File: src/rtl/bmo_pkg.sv
// Shared types and constants for the bit matrix orientation map.
`default_nettype none

package bmo_pkg;

  localparam int unsigned MAX_DIM_DEF = 256;

  // field widths
  localparam int unsigned DIM_W   = 9;
  localparam int unsigned COORD_W = 8;
  localparam int unsigned ANG_W   = 10;
  localparam int unsigned CFG_IDX_W = 3;
  localparam int unsigned CFG_DATA_W = 9;

  localparam logic [ANG_W-1:0] DEG_90  = ANG_W'(90);
  localparam logic [ANG_W-1:0] DEG_180 = ANG_W'(180);
  localparam logic [ANG_W-1:0] DEG_270 = ANG_W'(270);
  localparam logic [ANG_W-1:0] DEG_360 = ANG_W'(360);

  localparam logic OP_LOAD = 1'b0;
  localparam logic OP_READ = 1'b1;

  localparam logic [1:0] BANK_LEFT  = 2'd1;
  localparam logic [1:0] BANK_RIGHT = 2'd2;

  typedef enum logic [1:0] {
    ROT_0,
    ROT_90,
    ROT_180,
    ROT_270
  } rot_t;

  typedef enum logic [CFG_IDX_W-1:0] {
    CFG_SOURCE_ROWS,
    CFG_SOURCE_COLS,
    CFG_ROTATION_DEG,
    CFG_BANK_SELECT,
    CFG_MIRROR_X,
    CFG_MIRROR_Y,
    CFG_INVERT_BITS,
    CFG_COMPAT_MODE
  } cfg_idx_t;

  typedef struct packed {
    logic [DIM_W-1:0] source_rows;
    logic [DIM_W-1:0] source_cols;
    logic [DIM_W-1:0] rotation_deg;
    logic [1:0]       bank_select;
    logic             mirror_x;
    logic             mirror_y;
    logic             invert_bits;
    logic             compat_mode;
  } cfg_t;

  typedef struct packed {
    logic               opcode;
    logic [COORD_W-1:0] row_index;
    logic [COORD_W-1:0] col_index;
    logic               bit_in;
  } in_item_t;

  typedef struct packed {
    logic             bit_out;
    logic             in_range;
    logic [DIM_W-1:0] out_rows;
    logic [DIM_W-1:0] out_cols;
  } out_item_t;

  // mapper status toward the top level
  typedef struct packed {
    logic             ok;
    logic             in_store;
    logic [DIM_W-1:0] out_rows;
    logic [DIM_W-1:0] out_cols;
  } map_res_t;

endpackage

`default_nettype wire

File: src/rtl/bmo_map.sv
// Coordinate mapper: output view coordinate to source store address.
`default_nettype none

module bmo_map #(
  parameter int unsigned MAX_DIM = bmo_pkg::MAX_DIM_DEF,
  parameter int unsigned ADDR_W  = $clog2(MAX_DIM * MAX_DIM)
) (
  input  bmo_pkg::cfg_t     cfg,
  input  bmo_pkg::in_item_t item,
  output bmo_pkg::map_res_t res,
  output logic [ADDR_W-1:0] addr
);
  import bmo_pkg::*;

  localparam logic [DIM_W-1:0] DIM_SAT = (MAX_DIM > 511) ? '1 : DIM_W'(MAX_DIM);

  logic [DIM_W-1:0] rows, cols, r_dim, cf_dim, c_dim;
  logic [DIM_W-1:0] r9, c9, rm, cm, cb, sr, sc, ar, ac;
  logic [ANG_W-1:0] ang_a, ang_b, ang_c;
  rot_t             rot;
  logic             swap, half, ok, in_store;

  always_comb begin
    rows = (cfg.source_rows == '0) ? DIM_W'(1) :
           (cfg.source_rows > DIM_SAT) ? DIM_SAT : cfg.source_rows;
    cols = (cfg.source_cols == '0) ? DIM_W'(1) :
           (cfg.source_cols > DIM_SAT) ? DIM_SAT : cfg.source_cols;

    // angle mod 360, optional extra half turn, then decode
    ang_a = {1'b0, cfg.rotation_deg};
    if (ang_a >= DEG_360) begin
      ang_a = ang_a - DEG_360;
    end
    ang_b = (cfg.compat_mode && cfg.mirror_x) ? ang_a + DEG_180 : ang_a;
    ang_c = (ang_b >= DEG_360) ? ang_b - DEG_360 : ang_b;
    if (ang_c == DEG_90) begin
      rot = ROT_90;
    end else if (ang_c == DEG_180) begin
      rot = ROT_180;
    end else if (ang_c == DEG_270) begin
      rot = ROT_270;
    end else begin
      rot = ROT_0;
    end

    swap   = (rot == ROT_90) || (rot == ROT_270);
    r_dim  = swap ? cols : rows;
    cf_dim = swap ? rows : cols;
    half   = (cfg.bank_select == BANK_LEFT) || (cfg.bank_select == BANK_RIGHT);
    c_dim  = half ? (cf_dim >> 1) : cf_dim;

    r9 = {1'b0, item.row_index};
    c9 = {1'b0, item.col_index};
    ok = (r9 < r_dim) && (c9 < c_dim);

    rm = cfg.mirror_y ? r_dim - DIM_W'(1) - r9 : r9;
    cm = cfg.mirror_x ? c_dim - DIM_W'(1) - c9 : c9;
    cb = (cfg.bank_select == BANK_RIGHT) ? cm + c_dim : cm;

    case (rot)
      ROT_90:  begin sr = cf_dim - DIM_W'(1) - cb; sc = rm; end
      ROT_180: begin sr = r_dim - DIM_W'(1) - rm;  sc = cf_dim - DIM_W'(1) - cb; end
      ROT_270: begin sr = cb; sc = r_dim - DIM_W'(1) - rm; end
      default: begin sr = rm; sc = cb; end
    endcase

    // loads address the store directly
    ar = (item.opcode == OP_READ) ? sr : r9;
    ac = (item.opcode == OP_READ) ? sc : c9;
    in_store = (32'(ar) < MAX_DIM) && (32'(ac) < MAX_DIM);
    addr = in_store ? ADDR_W'(32'(ar) * MAX_DIM + 32'(ac)) : '0;

    res.ok       = ok;
    res.in_store = in_store;
    res.out_rows = r_dim;
    res.out_cols = c_dim;
  end

endmodule

`default_nettype wire

File: config.mk
export PLATFORM = sky130hd
export DESIGN_NAME = bmo_map
export DESIGN_NICKNAME = d
export VERILOG_FILES = /design/src/rtl/bmo_pkg.sv /design/src/rtl/bmo_map.sv
export SDC_FILE = /design/constraint.sdc
export NUM_CORES = 1
export LEC_CHECK = 0
export ABC_CLOCK_PERIOD_IN_PS = 9300
export BUFFER_PORTS_ARGS = -buffer_cell sky130_fd_sc_hd__buf_2
export CORE_MARGIN = 2
export CORE_UTILIZATION = 35
export DETAILED_ROUTE_END_ITERATION = 10
export SYNTH_ARGS = -nofsm -noshare
export SYNTH_HDL_FRONTEND = slang
export SYNTH_SLANG_ARGS = --single-unit
File: constraint.sdc
create_clock -name vclk -period 9.3
set_input_delay 0.465 -clock vclk [all_inputs]
set_output_delay 0.465 -clock vclk [all_outputs]
set_load 0.01 [all_outputs]
After elaboration in Yosys (flattened, before gate mapping) --
Cells that the tools add are included.
Storage, ports and cells: flip-flop bits (word level) 0, word-level logic and storage cells 56, input bits 51
Cells by class: order comparisons 8, add/sub/neg operators 12, mux-type cells 21, reduce and logical (&&, ||, !) cells 7, equality and inequality tests 8
Operators with widths (count):
- 9-bit 2-to-1 mux | 12
- 9-bit one-hot mux with 3 select lines | 2
- 10-bit 2-to-1 mux | 3
- 9-bit by 1-bit subtractor with 9-bit output (second input constant) | 3
- 9-bit > comparator (second input constant) | 2
- 9-bit zero test | 2
- 8-bit by 9-bit less-than comparator with 1-bit output | 2
- 9-bit less-than comparator (second input constant) | 2
- 9-bit by 8-bit subtractor with 9-bit output | 2
- 9-bit subtractor | 2
- 16-bit by 9-bit adder with 16-bit output | 1
- 16-bit 2-to-1 mux | 1
- 10-bit by 8-bit adder with 10-bit output (second input constant) | 1
- 10-bit by 7-bit equality test with 1-bit output (second input constant) | 1
- 10-bit by 8-bit equality test with 1-bit output (second input constant) | 1
- 10-bit by 9-bit equality test with 1-bit output (second input constant) | 1
- 10-bit by 9-bit greater-or-equal comparator with 1-bit output (second input constant) | 1
- 10-bit by 9-bit subtractor with 10-bit output (second input constant) | 1
- 9-bit by 9-bit subtractor with 10-bit output (second input constant) | 1
- 9-bit adder | 1
- 9-bit greater-or-equal comparator (second input constant) | 1
- 2-bit equality test (second input constant) | 3
- 2-bit 2-to-1 mux | 3
- 2-bit by 1-bit equality test with 1-bit output (second input constant) | 2
- other kinds (2) | 5

Longest topological paths before layout --
Gate-level depths: netlist of run 1.
depth after elaboration 25, depth in mapped cells 54

Worst setup path after synthesis of run 1 --
No wires, ideal clock.
path type input-to-output, start point in cfg[12] in the netlist's numbering, end point out addr[13], arrival 9.683 ns, cell stages on the path 50, data required time 8.835 ns, path buffers 5, slack -0.848 ns, path through buf_2 -> a31o_2 -> a31o_2 -> ha_1 -> nand3b_1 -> a21boi_0 -> a211oi_1 -> ha_1 -> nor2_1 -> nand2_1 -> or3_1 -> nand3_1 -> o211a_1 -> a311o_1 -> or3_4 -> buf_6 -> nor2_1 -> clkbuf_1 -> [... 14 more ...] -> nand3b_1 -> o21ai_0 -> inv_1 -> ha_1 -> inv_1 -> o21bai_1 -> a21o_1 -> a21o_1 -> a21o_1 -> nand3_1 -> mux2i_1 -> a32o_1 -> buf_4 -> buf_6 -> ha_1 -> and2_1 -> and3_1 -> nor4_1
RTL lines:
- from (decl) | line bmo_map.sv:8 | input bmo_pkg::cfg_t cfg,
- to (decl) | line bmo_map.sv:11 | output logic [ADDR_W-1:0] addr

Worst setup path in the final report of run 1 --
start point in cfg[10] in the netlist's numbering, end point out addr[12]
Between the ends: cells in the longest elaborated chain, start to end 25
RTL lines:
- 9-bit by 9-bit subtractor with 10-bit output or 9-bit greater-or-equal comparator (tied branches) | line bmo_map.sv:32, bmo_map.sv:31
- 10-bit 2-to-1 mux * | line bmo_map.sv:31 | if (ang_a >= DEG_360) begin
- 10-bit by 8-bit adder with 10-bit output | line bmo_map.sv:34 | ang_b = (cfg.compat_mode && cfg.mirror_x) ? ang_a + DEG_180 : ang_a;
- 10-bit 2-to-1 mux * | line bmo_map.sv:34
- 10-bit by 9-bit subtractor with 10-bit output or 10-bit by 9-bit greater-or-equal comparator with 1-bit output (tied branches) | line bmo_map.sv:35 | ang_c = (ang_b >= DEG_360) ? ang_b - DEG_360 : ang_b;
- 10-bit 2-to-1 mux * | line bmo_map.sv:35
- 10-bit by 9-bit equality test with 1-bit output | line bmo_map.sv:40 | end else if (ang_c == DEG_270) begin
- 2-bit 2-to-1 mux | line bmo_map.sv:40
- 2-bit 2-to-1 mux | line bmo_map.sv:38 | end else if (ang_c == DEG_180) begin
- 2-bit 2-to-1 mux * | line bmo_map.sv:36 | if (ang_c == DEG_90) begin
- parallel branches: the longest is 14 deep, another holds 9-bit by 1-bit subtractor with 9-bit output
- 16-bit 2-to-1 mux * | line bmo_map.sv:71 | addr = in_store ? ADDR_W'(32'(ar) * MAX_DIM + 32'(ac)) : '0;
Mark *: on every way between the ends.

==> impl_metrics.toml, run 1 <==
[yosys]
synth_top_cell_by_area = "ha_1"
synth_top_family_by_area = "compound AO/OA/AOI/OAI gates"
yosys.area_share.simple_pct = 25.8
synth_top_area_share_pct = 15.6
synth-compound-area-share_pct = 34.6
synth_xor_area_share_pct = 8.79
synth_mux_area_share_pct = 4.38
seq_area_frac_synth_pct = 0
synth_fa_ha_area_share_pct = 17.6
syn_inst = 726
yosysWarnings = 0
synth.cell_area_mm2 = 0.00497
syn-num-nets = 844
avgSynthCellArea_um2 = 6.84
ys_types = 87
netlist_top_cells_area = "ha_1, xnor2_1, o21ai_0, a21oi_1, inv_1"

[route]
drt_iter0_drc = 375
routed_via_density = 5.47
dr_total_vias = 5756
wl_per_cell_um = 15.5
post-route-drc-count = 0
final_antenna_net_count = 0
drt_wl_total_um = 16300
drtPass1Iterations = 6

[worst_setup_path]
critPathArrivalTime_ns = 8.63
path_class = "in -> out"
startpoint = "cfg[10]"
crit_path_end_kind = "primary output"
critPathBufInv = 6
crit_path_start_kind = "primary input"
slowest_delay_ns = 0.45
critPathTopFamily = "compound AO/OA/AOI/OAI gates"
crit_slowest_cell = "fa_2"
crit_required_ns = 8.84
cp_max_fo = 7

[timing]
period_minus_slack_ns = 9.09
finalCritPeriodShare_pct = 97.8
max_freq_mhz = 110
layout_setup_ws_ns = 0.206
rsz0062_at_grt = "yes"
fin_tns_setup_ns = 0
slew_headroom_pct = 41.2
final-hold-violation-count = 0
drv_slew = 0
final-setup-viol-count = 0
worstMarginPinSlew_ns = 0.882
hold_ws_ns = 1.35

[pwr]
pwr_density_cell_mw_per_mm2 = 108
ir_worst_vdd_mv = 0.0312
leakagePower_nw = 3.09

[outcome]
status = "finished, final reports clean"

[grt]
gr-total-overflow = 0
grt_max_degree = 29
grt_first_pass_wirelength_um = 25500
grt_pass1_vias = 5159
grt_use_total_pct = 20.5
grt_antenna_before_repair = 0

[placement]
hpwl_um = 13200
portBuffers = 85
dp_slack_ns = -0.0858
gp_congestion = 0.962

[die]
rows = 43
ios = 87
dieArea_mm2 = 0.0152
die_h_um = 123
initial_core_util_pct = 35.8
core_area_mm2 = 0.0139
die_x_um = 123

[layout]
synthToLayoutAreaGrowth_pct = 34.9
drive_gt1_share_pct = 35.1
clkbuf_count = 0
design.seq.count = 0
seq_area_um2 = 0
diodes = 0
nNetsFinal = 993

[worst_hold_path]
worstHoldStart = "item[1]"
holdCritPathClass = "in -> out"

[flow_run]
max-cap-violations = 0
-- synthesized netlist by cell type (4+ instances only) --
library cell	number
a21oi_1	51
or3_1	4
nor3_1	12
xor2_1	12
o21a_1	6
nand2b_1	19
clkbuf_1	16
ha_1	62
o22ai_1	8
o21bai_1	15
nor2_1	64
o211ai_1	10
xnor2_1	36
nand2_1	58
a31o_2	4
buf_4	4
nor3_2	9
a221oi_1	6
inv_1	66
nor2b_1	18
a21o_1	18
and2_1	7
nor3b_1	4
a31oi_1	7
a211oi_1	6
fa_1	5
a22oi_1	4
o21ai_0	54
nand3_1	14
mux2i_1	17
nand3b_1	8
nand4_1	8
buf_2	10
and3_1	5
-- per-stage QoR --
stage | std cells | instance area [µm²] | util [%] | power, W
global placement | 1032 | 6130 | 44.2 | 0.000630
global route | 1053 | 6700 | 48.3 | 0.000799
floorplan | 726 | 5100 | - | 0.000445
finish | 1053 | 6700 | 48.3 | 0.000722
detailed placement | 1032 | 6130 | 44.2 | 0.000633
CTS | 1032 | 6140 | 44.2 | 0.000639
-- report_power, final --
part	total (W)	internal [W]	leakage (nW)	switching, W
logic	0.000722	0.000339	3.09	0.000383
clock network	0	0	0	0
registers	0	0	0	0
total	0.000722	0.000339	3.09	0.000383
-- layer usage --
| layer | share of wire, % | GRT usage [%] | up-vias | routed length, µm |
|---|---|---|---|---|
| li1 | - | - | 2939 | - |
| met1 | 49 | 31.0 | 2616 | 7950 |
| met2 | 44 | 32.5 | 174 | 7200 |
| met3 | 4.7 | 0.369 | 27 | 759 |
| met4 | 2.3 | 3.91 | 0 | 382 |
| met5 | 0 | 0 | - | 0 |
-- final cells by class --
cell class | count | area [µm²]
tap | 180 | 225
multi-input combinational | 623 | 5030
fill | 1433 | 7180
inverter | 69 | 259
timing repair buffer | 181 | 1190
-- worst paths after layout --
| path | to | cells after the start | slack [ns] |
|---|---|---|---|
| max | addr[12] | 48 | 0.21 |
| min | addr[0] | 4 | 1.35 |
-- what timing repair did --
action	CTS	global route
buffers inserted	0	21
gates resized for setup	2	89
hold buffers	0	0
setup endpoints to repair	4	17
pin swaps	0	48
-- kinds of logic after synthesis --
kind of cell / count (synthesis)
AOI/OAI and AO/OA: 240
xor gates and xnor gates: 49
adders and majority gates: 67
buffers and inverters: 103
muxes: 21
and+or+nand+nor: 246
-- layout by cell type (no fill, tap or decap), drive strengths merged, types with 9 or more instances in the layout --
cell    instances
a211oi          9
a21o           18
a21oi          52
buf           181
ha             62
inv            67
mux2i          18
nand2          58
nand2b         19
nand3          14
nor2           64
nor2b          18
nor3           21
o211ai         11
o21ai          57
o21bai         15
o22ai           9
xnor2          37
xor2           12
-- worst min-delay path, cell delays in order --
cell,delay [ns]
buf_2,0.09
o22ai_1,0.09
nor3_2,0.10
buf_2,0.14
(Power assumes the default switching activity.)
==> run 2: changes to the inputs <==
--- a/config.mk
+++ b/config.mk
@@ -5,8 +5,9 @@
 export SDC_FILE = /design/constraint.sdc
 export NUM_CORES = 1
 export LEC_CHECK = 0
-export ABC_CLOCK_PERIOD_IN_PS = 9300
+export ABC_CLOCK_PERIOD_IN_PS = 11600
 export BUFFER_PORTS_ARGS = -buffer_cell sky130_fd_sc_hd__buf_2
+export CORE_ASPECT_RATIO = 1.5
 export CORE_MARGIN = 2
 export CORE_UTILIZATION = 35
 export DETAILED_ROUTE_END_ITERATION = 10
==> constraint.sdc (replaced) <==
create_clock -name vclk -period 11.6
set_input_delay 0.58 -clock vclk [all_inputs]
set_output_delay 0.58 -clock vclk [all_outputs]
set_load 0.01 [all_outputs]
==> run 2 against run 1 <==
Total power down 36%. First-iteration DRC count down 21%. Count of clock-buffer cells in the layout unchanged. Highest routed layer unchanged. Global-route usage up 0.30 points. Combinational power down 36%. Cell count down 9.8%. Sequential share of layout area unchanged.
==> impl_metrics.toml, run 2 (synthesis results as in run 1) <==
[layout]
final_common_cell = "buf_2"
nNetsFinal = 905
final_cell_mix = "buf_2, inv_1, nor2_1, ha_1, nand2_1"
drive_gt1_share_pct = 17.5
diodes = 0
design.seq.count = 0
multi_input_area_mm2 = 0.00454
seq_area_um2 = 0
clkbuf_count = 0
filler_cell_count = 1573
synthToLayoutAreaGrowth_pct = 10.6

[worst_setup_path]
cp_max_fo = 17
critPathArrivalTime_ns = 10.12
crit_slowest_cell = "or3_4"
path_class = "in -> out"
crit_top_cell = "ha_1"
crit_path_end_kind = "primary output"
crit_path_start_kind = "primary input"
slowest_delay_ns = 0.47
crit_required_ns = 11.02

[timing]
slew_headroom_pct = 45.9
hold_ws_ns = 1.59
final-setup-viol-count = 0
max_freq_mhz = 93.5
drv_slew = 0
period_minus_slack_ns = 10.70
final-hold-violation-count = 0
finalCritPeriodShare_pct = 92.2
worstMarginPinSlew_ns = 0.811
fin_tns_setup_ns = 0
rsz0062_at_grt = "no"

[grt]
grt_antenna_before_repair = 0
grt_use_total_pct = 20.8
grt_first_pass_wirelength_um = 25700
gr-total-overflow = 0
grt_pass1_vias = 5270
grt_max_degree = 29

[cts]
ctsResizeCount = 0
cts_hold_buf = 0
post_cts_buffers = 0

[route]
wl_per_cell_um = 17.0
final_antenna_net_count = 0
drt_wl_total_um = 16100
routed_via_density = 5.78
drt_iter0_drc = 295
drtPass1Iterations = 5
post-route-drc-count = 0
dr_total_vias = 5490

[die]
core_area_mm2 = 0.0139
ios = 87
dieArea_mm2 = 0.0152
initial_core_util_pct = 35.7
rows = 53
die_x_um = 101
die_h_um = 150

[flow_run]
max-cap-violations = 0

[worst_hold_path]
worstHoldStart = "item[6]"
whs_endpoint = "addr[5]"
hold_depth = 4
holdCritPathClass = "in -> out"

[pwr]
comb_power_share_pct = 100.0
leakagePower_nw = 2.56
pwr_density_cell_mw_per_mm2 = 84.3
power.internal_w = 0.000187
seqPwrFrac_pct = 0
pwr-share-clk_pct = 0
switching_share_pct = 59.7
ir_worst_vdd_mv = 0.0323
p_switching_w = 0.000277

[outcome]
status = "finished, final reports clean"

[placement]
gp_congestion = 0.909
hpwl_um = 13700
portBuffers = 85
run 2: changes by cell type in the layout (fill, tap and decap cells not counted), sizes merged:
| cell | previous run | this run |
|---|---|---|
| buf | 181 | 93 |
run 2: how the worst max path moves through the flow:
stage | start | end | slack (ns) | depth (start not counted)
final | cfg[11] | addr[12] | 0.90 | 47
after global routing | cfg[11] | addr[12] | 0.01 | 51
after CTS | cfg[11] | addr[12] | 0.69 | 44
after detailed placement | cfg[11] | addr[12] | 0.71 | 44
after global placement | cfg[11] | addr[12] | 0.78 | 44
after floorplan | cfg[12] | addr[13] | 1.22 | 50
run 2: power by group through the flow:
stage	Sequential, W	Combinational [W]	Clock, W
floorplan	0	0.000346	0
global placement	0	0.000455	0
detailed placement	0	0.000458	0
CTS	0	0.000461	0
global route	0	0.000516	0
finish	0	0.000463	0
run 2: area by class of cell:
cell class	instances	share of cell area [%]
inverter	69	4.71
tap	165	3.76
timing repair buffer	93	8.83
multi-input combinational	623	82.7
run 2: worst max-delay path: cells and delay by family:
kind,cells,cell delay (ns)
simple gates,13,1.92
xor+xnor,1,0.20
fa+ha+maj,8,2.24
compound gates,19,4.26
mux,1,0.14
buf+inv,5,0.76
run 2: stage by stage:
stage | setup WS (ns) | total power [W] | std cells | cell area (µm²) | util (%)
finish | 0.902 | 0.000463 | 950 | 5500 | 39.5
global route | 0.0102 | 0.000516 | 950 | 5500 | 39.5
CTS | 0.687 | 0.000461 | 950 | 5480 | 39.4
detailed placement | 0.707 | 0.000458 | 950 | 5480 | 39.4
global placement | 0.780 | 0.000455 | 950 | 5480 | 39.4
floorplan | 1.22 | 0.000346 | 726 | 4970 | -
run 2: routing by layer:
layer	global-route usage (%)	vias to the layer above	share of wire, %
li1	-	2758	-
met2	41.5	147	55
met5	0	-	0
met3	0.420	34	2.6
met1	22.6	2551	38
met4	7.36	0	4.4
==> run 3: changes to the inputs <==
--- a/config.mk
+++ b/config.mk
@@ -9,8 +9,9 @@
 export BUFFER_PORTS_ARGS = -buffer_cell sky130_fd_sc_hd__buf_2
 export CORE_ASPECT_RATIO = 1.5
 export CORE_MARGIN = 2
-export CORE_UTILIZATION = 35
+export CORE_UTILIZATION = 65
 export DETAILED_ROUTE_END_ITERATION = 10
+export PLACE_DENSITY = 0.95
 export SYNTH_ARGS = -nofsm -noshare
 export SYNTH_HDL_FRONTEND = slang
 export SYNTH_SLANG_ARGS = --single-unit
==> constraint.sdc (replaced) <==
create_clock -name vclk -period 11.6
set_input_delay 2.32 -clock vclk [all_inputs]
set_output_delay 2.32 -clock vclk [all_outputs]
set_load 0.01 [all_outputs]
==> run 3 against run 2 <==
Synthesized cell count stayed put. Area after synthesis unchanged. The flow now stops in clock tree synthesis.
==> impl_metrics.toml, run 3 <==
[outcome]
status = "stopped before the end"
lastStage = "clock tree synthesis"
error_line = "[ERROR DPL-0033] detailed placement checks failed during check placement."

[cts]
cts_hold_buf = 0
ctsResizeCount = 83
post_cts_buffers = 23

[die]
initial_core_util_pct = 66.1
die_h_um = 111
die_x_um = 75.4
ios = 87
rows = 39

[placement]
dp_slack_ns = -2.03
hpwl_um = 19200
gp_congestion = 1.09
postPlaceCellArea_mm2 = 0.00694
portBuffers = 85

[yosys]
seq_area_frac_synth_pct = 0
syn-num-nets = 844
syn_inst = 726
avgSynthCellArea_um2 = 6.84
synth.cell_area_mm2 = 0.00497
synth_top_area_share_pct = 15.6
ys_types = 87
yosysWarnings = 0
yosys-top-cells-count = "inv_1, nor2_1, ha_1, nand2_1, o21ai_0"
netlist_top_cells_area = "ha_1, xnor2_1, o21ai_0, a21oi_1, inv_1"
synth_top_cell_by_area = "ha_1"
yosysMostFrequentCell = "inv_1"
## run 3: cell counts after synthesis
No cell type changed its count.
## run 3: cells by family after synthesis
logic type                 count (synthesis)  synth area share [%]
and+or+nand+nor                          246                  25.8
AOI/OAI and AO/OA                        240                  34.6
muxes                                     21                  4.38
adders and majority gates                 67                  17.6
buffers and inverters                    103                  8.79
xor gates and xnor gates                  49                  8.79
## run 3: through the flow
step	TNS [ns]	instances	utilization, %
after detailed placement	-31.07	1060	92.3
after global placement	-15.20	1060	92.3
after floorplan	-15.13	726	-
==> run 4: changes to the inputs <==
--- a/config.mk
+++ b/config.mk
@@ -7,11 +7,10 @@
 export LEC_CHECK = 0
 export ABC_CLOCK_PERIOD_IN_PS = 11600
 export BUFFER_PORTS_ARGS = -buffer_cell sky130_fd_sc_hd__buf_2
-export CORE_ASPECT_RATIO = 1.5
 export CORE_MARGIN = 2
-export CORE_UTILIZATION = 65
+export CORE_UTILIZATION = 40
 export DETAILED_ROUTE_END_ITERATION = 10
-export PLACE_DENSITY = 0.95
+export PLACE_DENSITY_LB_ADDON = 0.15
 export SYNTH_ARGS = -nofsm -noshare
 export SYNTH_HDL_FRONTEND = slang
 export SYNTH_SLANG_ARGS = --single-unit
==> run 4 against run 3 <==
The flow now finishes, with violations (negative setup slack).
==> impl_metrics.toml, run 4 (synthesis results as in run 1) <==
[die]
initial_core_util_pct = 41.2
core_area_mm2 = 0.0121
rows = 40
dieArea_mm2 = 0.0133
ios = 87
die_h_um = 115
die_x_um = 115

[route]
routed_via_density = 5.44
wl_per_cell_um = 15.7
dr_total_vias = 6386
wl_met1_um = 8610
final_antenna_net_count = 0
drt_iter0_drc = 416
drtPass1Iterations = 5
met2WireLength_um = 8670
dr.max_layer_used = "met4"
post-route-drc-count = 0
dr_wl_met3_um = 733
drt_wl_total_um = 18400

[layout]
fin_cells = 1174
multi_input_area_mm2 = 0.00500
final_common_cell = "buf_4"
seq_area_um2 = 0
design.seq.count = 0
fin_util_pct = 63.8
nNetsFinal = 1126
drive_gt1_share_pct = 42.5
final_cell_mix = "buf_4, buf_2, inv_1, nor2_1, nand2_1"
diodes = 0
synthToLayoutAreaGrowth_pct = 54.9
clkbuf_count = 0
filler_cell_count = 1113

[worst_setup_path]
cp_max_fo = 4
crit_top_cell = "ha_4"
slowest_delay_ns = 0.41
crit_required_ns = 9.28
crit_slowest_cell = "or3_4"
crit_path_end_kind = "primary output"
critPathArrivalTime_ns = 10.55
crit_path_start_kind = "primary input"
path_class = "in -> out"

[outcome]
status = "complete, but fails checks"
violations = "negative setup slack"

[timing]
fin_tns_setup_ns = -19.82
max_freq_mhz = 77.7
drv_slew = 0
hold_ws_ns = 5.06
final-hold-violation-count = 0
slew_headroom_pct = 40.0
final-setup-viol-count = 17
period_minus_slack_ns = 12.87
rsz0062_at_grt = "yes"
finalCritPeriodShare_pct = 111
worstMarginPinSlew_ns = 0.900
layout_setup_ws_ns = -1.27

[placement]
portBuffers = 85
dp_cells = 1146
hpwl_um = 15100
gp_congestion = 0.919

[pwr]
p_switching_w = 0.000335
switching_share_pct = 47.9
seqPwrFrac_pct = 0
pwr-share-clk_pct = 0
ir_worst_vdd_mv = 0.0392
leakagePower_nw = 3.73
power.internal_w = 0.000365
pwr_density_cell_mw_per_mm2 = 90.9
comb_power_share_pct = 100.0

[grt]
gr-total-overflow = 0
grt_first_pass_wirelength_um = 29400
grt_use_total_pct = 26.7
grt_pass1_vias = 6172
grt_max_degree = 29
grt_antenna_before_repair = 0

[worst_hold_path]
holdCritPathClass = "in -> out"

[cts]
cts_hold_buf = 0

[flow_run]
max-cap-violations = 0
-- run 4: layout make-up --
class / instances / area share, %
Inverter: 69 / 3.37
Multi-Input combinational cell: 623 / 65.0
Tap cell: 168 / 2.73
Timing Repair Buffer: 314 / 28.9
-- run 4: repair_timing --
item | 4_1_cts | 5_1_grt
gates resized for setup | 41 | 23
gates cloned | 1 | 0
endpoints found under the setup margin | 17 | 17
pin swaps | 24 | 39
buffers inserted | 20 | 8
-- run 4: stage by stage --
| stage | cell area, µm² | power (W) | setup WS, ns |
|---|---|---|---|
| floorplan | 5240 | 0.000370 | -1.24 |
| global placement | 7180 | 0.000620 | -1.35 |
| detailed placement | 7180 | 0.000639 | -1.49 |
| CTS | 7530 | 0.000673 | -1.16 |
| global route | 7700 | 0.000763 | -1.71 |
| finish | 7700 | 0.000700 | -1.27 |
-- run 4: path summary, 6_finish.rpt --
| check | startpoint | end | slack (ns) | depth (start not counted) |
|---|---|---|---|---|
| min | item[1] | addr[0] | 5.06 | 4 |
| max | cfg[12] | addr[12] | -1.27 | 46 |
-- run 4: power by group through the flow --
stage               clock network, W  logic [W]  registers (W)
finish                             0   0.000700              0
global placement                   0   0.000620              0
CTS                                0   0.000673              0
detailed placement                 0   0.000639              0
floorplan                          0   0.000370              0
global route                       0   0.000763              0
-- run 4: worst max-delay path, delay by kind of cell --
kind / cells / cell delay [ns]
AOI/OAI and AO/OA: 15 / 3.02
and+or+nand+nor: 15 / 2.23
adders and majority gates: 7 / 1.65
xor gates and xnor gates: 3 / 0.48
muxes: 2 / 0.46
buffers and inverters: 4 / 0.43
-- run 4: metal layers --
| metal | global-route usage [%] | vias to the layer above |
|---|---|---|
| li1 | - | 3204 |
| met1 | 36.0 | 2951 |
| met2 | 47.3 | 196 |
| met3 | 1.26 | 35 |
| met4 | 5.46 | 0 |
| met5 | 0 | - |
